**src/rtl/core/lde_pkg.sv**
```systemverilog
`timescale 1ns / 1ps

package lde_pkg;

  // Envelope stage, one-hot
  typedef enum logic [5:0] {
    ST_OFF     = 6'b000001,
    ST_DELAY   = 6'b000010,
    ST_ATTACK  = 6'b000100,
    ST_DECAY   = 6'b001000,
    ST_SUSTAIN = 6'b010000,
    ST_RELEASE = 6'b100000
  } stage_t;

  // Per-sample sequencer, one-hot
  typedef enum logic [4:0] {
    SQ_IDLE  = 5'b00001,
    SQ_PREP  = 5'b00010,
    SQ_DIV   = 5'b00100,
    SQ_APPLY = 5'b01000,
    SQ_MUL   = 5'b10000
  } seq_t;

  // Register indexes (byte address / 4)
  localparam logic [2:0] REG_DELAY   = 3'd0;
  localparam logic [2:0] REG_ATTACK  = 3'd1;
  localparam logic [2:0] REG_DECAY   = 3'd2;
  localparam logic [2:0] REG_SUSTAIN = 3'd3;
  localparam logic [2:0] REG_RELEASE = 3'd4;
  localparam logic [2:0] REG_LOOP    = 3'd5;
  localparam logic [2:0] REG_LEVEL   = 3'd6;

  localparam logic [16:0] Q16_ONE = 17'd65536;

endpackage

```
**src/rtl/core/linear_dadsr_envelope_core.sv**
```systemverilog
`timescale 1ns / 1ps
// A gate sample accepted in SQ_IDLE passes through SQ_PREP, SQ_DIV (only when the stage
// needs a step division), SQ_APPLY and SQ_MUL before the envelope output becomes valid.
// A new sample is accepted only back in SQ_IDLE; the serial ceiling divider, one bit per
// cycle, sets the pace. A waiting result holds only the final output step.
// Reset (rst, synchronous, active high) clears envelope state, stage and output valid
// and loads the register defaults.
module linear_dadsr_envelope_core #(
  parameter int ENV_FRAC_BITS = 24,
  parameter int TIME_BITS     = 24
) (
  input  logic        clk,
  input  logic        rst,
  input  logic        in_valid,
  output logic        in_ready,
  input  logic        gate,
  output logic        out_valid,
  input  logic        out_ready,
  output logic [16:0] envelope,
  input  logic        psel,
  input  logic        penable,
  input  logic        pwrite,
  input  logic [4:0]  paddr,
  input  logic [31:0] pwdata,
  output logic [31:0] prdata,
  output logic        pready
);

  localparam int EW = ENV_FRAC_BITS + 1;
  localparam int TB = TIME_BITS;
  localparam int DW = ((EW > TB) ? EW : TB) + 1;
  localparam logic [EW-1:0] ENV_ONE = {1'b1, {ENV_FRAC_BITS{1'b0}}};
  localparam logic [63:0] NZ64 = (64'd1 << ENV_FRAC_BITS) / 64'd1000000;
  localparam logic [EW-1:0] NEAR_ZERO = NZ64[EW-1:0];
  localparam logic [TB-1:0] TIME_MAX = {TB{1'b1}};

  // Configuration
  logic [TB-1:0] delay_samples;
  logic [TB-1:0] attack_samples;
  logic [TB-1:0] decay_samples;
  logic [16:0]   sustain_level;
  logic [TB-1:0] release_samples;
  logic          loop_enable;
  logic [16:0]   output_level;

  // Envelope state
  lde_pkg::seq_t   seq;
  lde_pkg::stage_t stage;
  logic [EW-1:0]   env_value;
  logic [TB-1:0]   delay_count;
  logic [EW-1:0]   release_step;
  logic            previous_gate;
  logic            fall_r;

  logic            wr_en;
  logic [16:0]     sus17;
  logic [16:0]     lvl;
  logic [EW-1:0]   sus_env;
  logic            rise;
  logic            fall;
  logic            need_div;
  logic [EW-1:0]   div_num;
  logic [TB-1:0]   div_den;
  logic [TB-1:0]   den1;
  logic [DW-1:0]   dividend;
  logic            div_start;
  logic            div_done;
  logic [DW-1:0]   div_quo;
  logic [EW-1:0]   step;
  logic [TB-1:0]   dc_inc;
  logic [EW:0]     att_sum;
  logic [EW-1:0]   dec_val;
  logic [EW-1:0]   rel_val;
  logic [EW-1:0]   env_sat;
  logic [EW+16:0]  prod;

  assign pready = 1'b1;
  assign wr_en  = psel & penable & pwrite;

  always_ff @(posedge clk) begin
    if (rst) begin
      delay_samples   <= '0;
      attack_samples  <= TB'(3840);
      decay_samples   <= TB'(10560);
      sustain_level   <= 17'd36045;
      release_samples <= TB'(21600);
      loop_enable     <= 1'b0;
      output_level    <= lde_pkg::Q16_ONE;
    end else if (wr_en) begin
      unique case (paddr[4:2])
        lde_pkg::REG_DELAY:   delay_samples   <= pwdata[TB-1:0];
        lde_pkg::REG_ATTACK:  attack_samples  <= pwdata[TB-1:0];
        lde_pkg::REG_DECAY:   decay_samples   <= pwdata[TB-1:0];
        lde_pkg::REG_SUSTAIN: sustain_level   <= pwdata[16:0];
        lde_pkg::REG_RELEASE: release_samples <= pwdata[TB-1:0];
        lde_pkg::REG_LOOP:    loop_enable     <= pwdata[0];
        lde_pkg::REG_LEVEL:   output_level    <= pwdata[16:0];
        default: ;
      endcase
    end
  end

  always_comb begin
    unique case (paddr[4:2])
      lde_pkg::REG_DELAY:   prdata = 32'(delay_samples);
      lde_pkg::REG_ATTACK:  prdata = 32'(attack_samples);
      lde_pkg::REG_DECAY:   prdata = 32'(decay_samples);
      lde_pkg::REG_SUSTAIN: prdata = 32'(sustain_level);
      lde_pkg::REG_RELEASE: prdata = 32'(release_samples);
      lde_pkg::REG_LOOP:    prdata = 32'(loop_enable);
      lde_pkg::REG_LEVEL:   prdata = 32'(output_level);
      default:              prdata = '0;
    endcase
  end

  // Clamp Q16 levels above one
  assign sus17   = (sustain_level > lde_pkg::Q16_ONE) ? lde_pkg::Q16_ONE : sustain_level;
  assign lvl     = (output_level > lde_pkg::Q16_ONE) ? lde_pkg::Q16_ONE : output_level;
  assign sus_env = EW'(sus17) << (ENV_FRAC_BITS - 16);

  assign in_ready = (seq == lde_pkg::SQ_IDLE);
  assign rise     = !previous_gate && gate;
  assign fall     = previous_gate && !gate;

  // Step division operands: release step on a falling gate, else the ramp step
  assign need_div = fall_r || (stage == lde_pkg::ST_ATTACK) || (stage == lde_pkg::ST_DECAY);

  always_comb begin
    priority if (fall_r) begin
      div_num = env_value;
      div_den = release_samples;
    end else if (stage == lde_pkg::ST_ATTACK) begin
      div_num = ENV_ONE;
      div_den = attack_samples;
    end else begin
      div_num = ENV_ONE - sus_env;
      div_den = decay_samples;
    end
    den1     = (div_den == '0) ? TB'(1) : div_den;
    dividend = DW'(div_num) + DW'(den1) - DW'(1);
  end

  assign div_start = (seq == lde_pkg::SQ_PREP) && need_div;

  lde_div #(
    .NW(DW),
    .DW(TB)
  ) u_div (
    .clk      (clk),
    .rst      (rst),
    .start    (div_start),
    .dividend (dividend),
    .divisor  (den1),
    .done     (div_done),
    .quotient (div_quo)
  );

  always_comb begin
    step    = div_quo[EW-1:0];
    dc_inc  = (delay_count < TIME_MAX) ? delay_count + 1'b1 : delay_count;
    att_sum = {1'b0, env_value} + {1'b0, step};
    dec_val = (env_value > step) ? env_value - step : '0;
    rel_val = (env_value > release_step) ? env_value - release_step : '0;
    env_sat = (env_value > ENV_ONE) ? ENV_ONE : env_value;
    prod    = (EW + 17)'(env_sat) * (EW + 17)'(lvl);
  end

  always_ff @(posedge clk) begin
    if (rst) begin
      seq           <= lde_pkg::SQ_IDLE;
      stage         <= lde_pkg::ST_OFF;
      env_value     <= '0;
      delay_count   <= '0;
      release_step  <= '0;
      previous_gate <= 1'b0;
      fall_r        <= 1'b0;
      out_valid     <= 1'b0;
    end else begin
      // load a new result when the output register is free, else drop an accepted one
      if ((seq == lde_pkg::SQ_MUL) && (!out_valid || out_ready)) begin
        out_valid <= 1'b1;
      end else if (out_ready) begin
        out_valid <= 1'b0;
      end
      unique case (seq)
        lde_pkg::SQ_IDLE: begin
          if (in_valid) begin
            previous_gate <= gate;
            fall_r        <= fall;
            seq           <= lde_pkg::SQ_PREP;
            if (rise) begin
              if (delay_samples == '0) begin
                if (attack_samples <= TB'(1)) begin
                  stage     <= lde_pkg::ST_DECAY;
                  env_value <= ENV_ONE;
                end else begin
                  stage <= lde_pkg::ST_ATTACK;
                end
              end else begin
                // retrigger above the near-zero mark keeps value and count
                if (env_value <= NEAR_ZERO) begin
                  env_value   <= '0;
                  delay_count <= '0;
                end
                stage <= lde_pkg::ST_DELAY;
              end
            end else if (fall) begin
              stage <= lde_pkg::ST_RELEASE;
            end
          end
        end
        lde_pkg::SQ_PREP: begin
          seq <= need_div ? lde_pkg::SQ_DIV : lde_pkg::SQ_APPLY;
        end
        lde_pkg::SQ_DIV: begin
          if (div_done) begin
            if (fall_r) begin
              release_step <= div_quo[EW-1:0];
            end
            seq <= lde_pkg::SQ_APPLY;
          end
        end
        lde_pkg::SQ_APPLY: begin
          seq <= lde_pkg::SQ_MUL;
          unique case (stage)
            lde_pkg::ST_DELAY: begin
              if (dc_inc >= delay_samples) begin
                delay_count <= '0;
                if (attack_samples <= TB'(1)) begin
                  stage     <= lde_pkg::ST_DECAY;
                  env_value <= ENV_ONE;
                end else begin
                  stage <= lde_pkg::ST_ATTACK;
                end
              end else begin
                delay_count <= dc_inc;
              end
            end
            lde_pkg::ST_ATTACK: begin
              if (att_sum >= {1'b0, ENV_ONE}) begin
                env_value <= ENV_ONE;
                stage     <= lde_pkg::ST_DECAY;
              end else begin
                env_value <= att_sum[EW-1:0];
              end
            end
            lde_pkg::ST_DECAY: begin
              if (dec_val <= sus_env) begin
                env_value <= sus_env;
                stage     <= lde_pkg::ST_SUSTAIN;
              end else begin
                env_value <= dec_val;
              end
            end
            lde_pkg::ST_SUSTAIN: begin
              if (loop_enable) begin
                stage <= lde_pkg::ST_ATTACK;
              end
              env_value <= sus_env;
            end
            lde_pkg::ST_RELEASE: begin
              env_value <= rel_val;
              if (rel_val == '0) begin
                stage       <= lde_pkg::ST_OFF;
                delay_count <= '0;
              end
            end
            lde_pkg::ST_OFF: ;
            default: ;
          endcase
        end
        lde_pkg::SQ_MUL: begin
          // hold until the output register is free
          if (!out_valid || out_ready) begin
            seq <= lde_pkg::SQ_IDLE;
          end
        end
        default: seq <= lde_pkg::SQ_IDLE;
      endcase
    end
  end

  always_ff @(posedge clk) begin
    if ((seq == lde_pkg::SQ_MUL) && (!out_valid || out_ready)) begin
      envelope <= prod[ENV_FRAC_BITS+16:ENV_FRAC_BITS];
    end
  end

endmodule

```
**src/rtl/core/lde_div.sv**
```systemverilog
`timescale 1ns / 1ps

// Restoring divider, one quotient bit per cycle.
module lde_div #(
  parameter int NW = 26,
  parameter int DW = 24
) (
  input  logic          clk,
  input  logic          rst,
  input  logic          start,
  input  logic [NW-1:0] dividend,
  input  logic [DW-1:0] divisor,
  output logic          done,
  output logic [NW-1:0] quotient
);

  localparam int CW = $clog2(NW + 1);

  logic          busy;
  logic [CW-1:0] cnt;
  logic [NW-1:0] quo;
  logic [DW-1:0] rem;
  logic [DW-1:0] den;
  logic [DW:0]   trial;
  logic          ge;
  logic [DW-1:0] rem_next;

  always_comb begin
    trial    = {rem, quo[NW-1]};
    ge       = trial >= {1'b0, den};
    rem_next = ge ? DW'(trial - {1'b0, den}) : trial[DW-1:0];
  end

  always_ff @(posedge clk) begin
    if (rst) begin
      busy <= 1'b0;
      done <= 1'b0;
      cnt  <= '0;
    end else if (start) begin
      busy <= 1'b1;
      done <= 1'b0;
      cnt  <= CW'(NW);
    end else if (busy) begin
      cnt <= cnt - 1'b1;
      if (cnt == CW'(1)) begin
        busy <= 1'b0;
        done <= 1'b1;
      end
    end
  end

  always_ff @(posedge clk) begin
    if (start) begin
      quo <= dividend;
      rem <= '0;
      den <= divisor;
    end else if (busy) begin
      rem <= rem_next;
      quo <= {quo[NW-2:0], ge};
    end
  end

  assign quotient = quo;

endmodule

```
**config.mk**
```make
export PLATFORM = sky130hd
export DESIGN_NAME = linear_dadsr_envelope_core
export DESIGN_NICKNAME = d
export VERILOG_FILES = /design/src/rtl/core/lde_pkg.sv /design/src/rtl/core/linear_dadsr_envelope_core.sv /design/src/rtl/core/lde_div.sv
export SDC_FILE = /design/constraint.sdc
export NUM_CORES = 2
export LEC_CHECK = 0
export BUFFER_PORTS_ARGS = -buffer_cell sky130_fd_sc_hd__buf_2
export CELL_PAD_IN_SITES_DETAIL_PLACEMENT = 0
export CELL_PAD_IN_SITES_GLOBAL_PLACEMENT = 1
export CORE_MARGIN = 1
export CORE_UTILIZATION = 49
export CTS_CLUSTER_SIZE = 14
export DETAILED_ROUTE_END_ITERATION = 7
export PLACE_DENSITY_LB_ADDON = 0.3
export SLEW_MARGIN = 25
export SYNTH_ARGS = -nofsm -noshare
export SYNTH_HDL_FRONTEND = slang
export SYNTH_SLANG_ARGS = --single-unit
```
**constraint.sdc**
```tcl
create_clock -name clk -period 10.2 [get_ports clk]
set_input_delay 0.51 -clock clk [delete_from_list [all_inputs] [get_ports clk]]
set_output_delay 0.51 -clock clk [all_outputs]
set_load 0.005 [all_outputs]
```
==> metrics.csv <==
metric,value,unit
grt_setup_unrepaired,no,
worst_path_max_delay_cell,fa_1,
setup.worst_path.start_class,register,
start_util,49.9,%
diodes,0,
postSynth.asyncResetShare,0,%
finish.net_count,5231,
totalNegativeSetupSlack,0,ns
number_of_global_route_vias_before_repair,30638,
post-dp-hpwl,91600,µm
worst-endpoint-required,10.53,ns
synth_cell_type_count,85,
max_freq,0.108,GHz
post_cts_buffers,0,
cts-resized-gates,0,
worst_hold_path_type,input port to register,
die_w,273,µm
synth_enable_flop_cells,67,
gpl.final_weighted_congestion,0.976,
grt-ovfl-total,0,
max_vdd_drop,0.000115,V
clockBufferDepth,3,
timing.critical_path.to_type,register,
worst_setup_hold_path_clk_slew,0.06,ns
worst_ep_arrival_time,9.58,ns
gr-usage-all-layers,31.5,%
setup-violations-final,0,
count_of_final_max_slew_check_failures,0,
drive_above_1_share,6.19,%
outcome,completed,
cts_tree,built,
route.detailed.wl_per_inst,21.3,µm
worstSetupStartpoint,env_value[5],
synth.cell_area,35900,µm²
total_power,3.69,mW
grt_pass1_wl,181000,µm
synth.ff_latch_count,317,
r2r_setup_slack,0.95,ns
grt_max_degree,95,
final_hold_viol_count,0,
ioPinCount,97,
cts-buffers-inserted,41,
drtPass1Iterations,8,
initialDrtViolationCount,3116,
cell_count_after_placement,5445,
floorplan.die.height,273,µm
fillCellCount,6914,
crit_top_cell,fa_1,
rr_startpoint,env_value[5],
areaGrowthSynthToFinish,8.24,%
timing.final.crit_share,90.7,%
grt_antenna_before_repair,1,
via_count,32305,
floorplan.die_area,74400,µm²
setup.worst_path.end,envelope[16],
clock_sinks,317,
syn_avg_cell_area,7.88,µm²
cts_htree_levels,2,
p_leak,17.7,nW
timing.setup.critical_path_class,register to register,
clock_latency,0.59,ns
synth_top_cell_by_area,fa_1,
post_synth_inst_count,4559,
clock-root-buffer,clkbuf_16,
timing.slew.headroom,29.0,%
r2r_cells,30,
post-route-drc-count,0,
slew_of_the_pin_with_the_lowest_slew_margin,1.05,ns
max_capacitance_violation_total,0,
synth_flop_cell,dfxtp_1,
cell_rows,98,
core_area,72000,µm²
final_antenna_net_count,0,
finalWorstPathRequiredPeriod,9.25,ns
power.density_cell_area,94.8,nW/µm²
synth_area_leaders,"fa_1 (19%), dfxtp_1 (14%), ha_1 (11%)",
largest_register_ffs,26,
final_cell_count_no_fill,5521,
drt_wl_total,118000,µm
ctsHoldBuffers,0,
rr_endpoint,envelope[16],
fin_skew,0.0544,ns
synth_top_area_share,19.3,%
portBuffers,77,
cp_slowest_stage_delay,0.56,ns
routed_via_density,5.85,
seq_area_frac_synth,19.5,%
crit_fanout,25,
synth_warnings,0,
## cells in the final DEF (no fill, tap or decap), types with 21 or more instances in the layout
| cell type | synthesis | layout |
|---|---|---|
| mux2i_1 | 48 | 48 |
| nand2_1 | 830 | 828 |
| inv_1 | 677 | 677 |
| a21oi_1 | 315 | 315 |
| a21o_1 | 67 | 67 |
| edfxtp_1 | 67 | 67 |
| buf_4 | 10 | 97 |
| and2_1 | 49 | 49 |
| nor2b_1 | 49 | 47 |
| nand4_1 | 35 | 35 |
| o21ai_0 | 181 | 180 |
| nor3_1 | 56 | 55 |
| a31oi_1 | 22 | 21 |
| buf_2 | 2 | 76 |
| ha_1 | 302 | 302 |
| nor4_1 | 43 | 43 |
| clkbuf_16 | 0 | 43 |
| xor2_1 | 44 | 44 |
| a22oi_1 | 67 | 67 |
| and3_1 | 36 | 36 |
| a311oi_1 | 23 | 23 |
| o21bai_1 | 21 | 21 |
| nand2b_1 | 41 | 41 |
| o21a_1 | 22 | 22 |
| nand3b_1 | 33 | 33 |
| fa_1 | 346 | 346 |
| nand3_1 | 60 | 59 |
| dfxtp_1 | 250 | 249 |
| nor2_1 | 249 | 249 |
| xnor2_1 | 101 | 101 |
## cells by family (layout without fill, tap and decap cells)
logic type               Yosys count  count (layout)  synth area share (%)
flip-flops                       317             317                  19.5
other                              2               9                0.0209
XOR/XNOR                         145             145                  3.54
AND/OR/NAND/NOR                 1560            1560                  19.6
buffers and inverters            922             927                  9.75
adder cells (fa/ha/maj)          648             648                  29.8
AO/OA/AOI/OAI                    913             913                  16.2
multiplexers                      52              52                  1.46
## worst max-delay path: cells and delay by family, from the launching register on
kind	cells	cell delay (ns)
fa+ha+maj	7	3.30
compound gates	11	2.70
simple gates	5	1.77
buf+inv	6	0.80
flops	1	0.31
xor+xnor	1	0.08
## cells in the mapped netlist (48+ instances only)
cell and instances:
a21o_1 67, a21oi_1 315, a22oi_1 67, and2_1 49
clkbuf_1 225, dfxtp_1 250, edfxtp_1 67, fa_1 346
ha_1 302, inv_1 677, mux2i_1 48, nand2_1 830
nand3_1 60, nor2_1 249, nor2b_1 49, nor3_1 56
o21ai_0 181, xnor2_1 101
## report_power, final
group          switching (mW)  leakage [nW]  internal, mW  total [mW]
Combinational           0.402          14.4         0.277       0.678
Clock                   0.631         0.728         0.992        1.62
Sequential             0.0506          2.60          1.33        1.38
## worst min path at each step
stage,cells after the start,end,slack (ns),startpoint
2_1_floorplan,2,release_step[10],0.44,release_step[10]
4_1_cts,3,release_samples[21],0.17,pwdata[21]
3_5_place_dp,2,release_step[11],0.45,release_step[11]
5_1_grt,3,release_samples[21],0.18,pwdata[21]
6_report,3,delay_samples[21],0.19,pwdata[21]
3_3_place_gp,2,release_step[15],0.44,release_step[15]
## per-stage QoR
| step | util (%) | hold WS [ns] | setup slack (ns) | area (µm²) |
|---|---|---|---|---|
| after floorplan | - | 0.436 | 1.90 | 35900 |
| after global routing | 54.0 | 0.184 | 0.318 | 38900 |
| after CTS | 54.0 | 0.169 | 0.913 | 38900 |
| final | 54.0 | 0.190 | 0.949 | 38900 |
| after global placement | 51.9 | 0.442 | 1.04 | 37400 |
| after detailed placement | 51.9 | 0.446 | 0.978 | 37400 |
## per-layer routing
layer | global-route usage [%] | routed length, µm
met3 | 5.50 | 10900
met5 | 0 | 13
met1 | 44.7 | 51000
met4 | 10.3 | 4190
met2 | 48.5 | 51500
## layout make-up
class	instances	area, µm²	area share [%]
clock buffers	55	1170	3.01
repair buffers	174	1120	2.88
flip-flops and latches	317	7020	18.1
multi-input cells	3327	25500	65.6
inverters	677	2540	6.54
clock inverters	21	330	0.850
well taps	950	1190	3.06
Power figures use the tool's default switching activity.
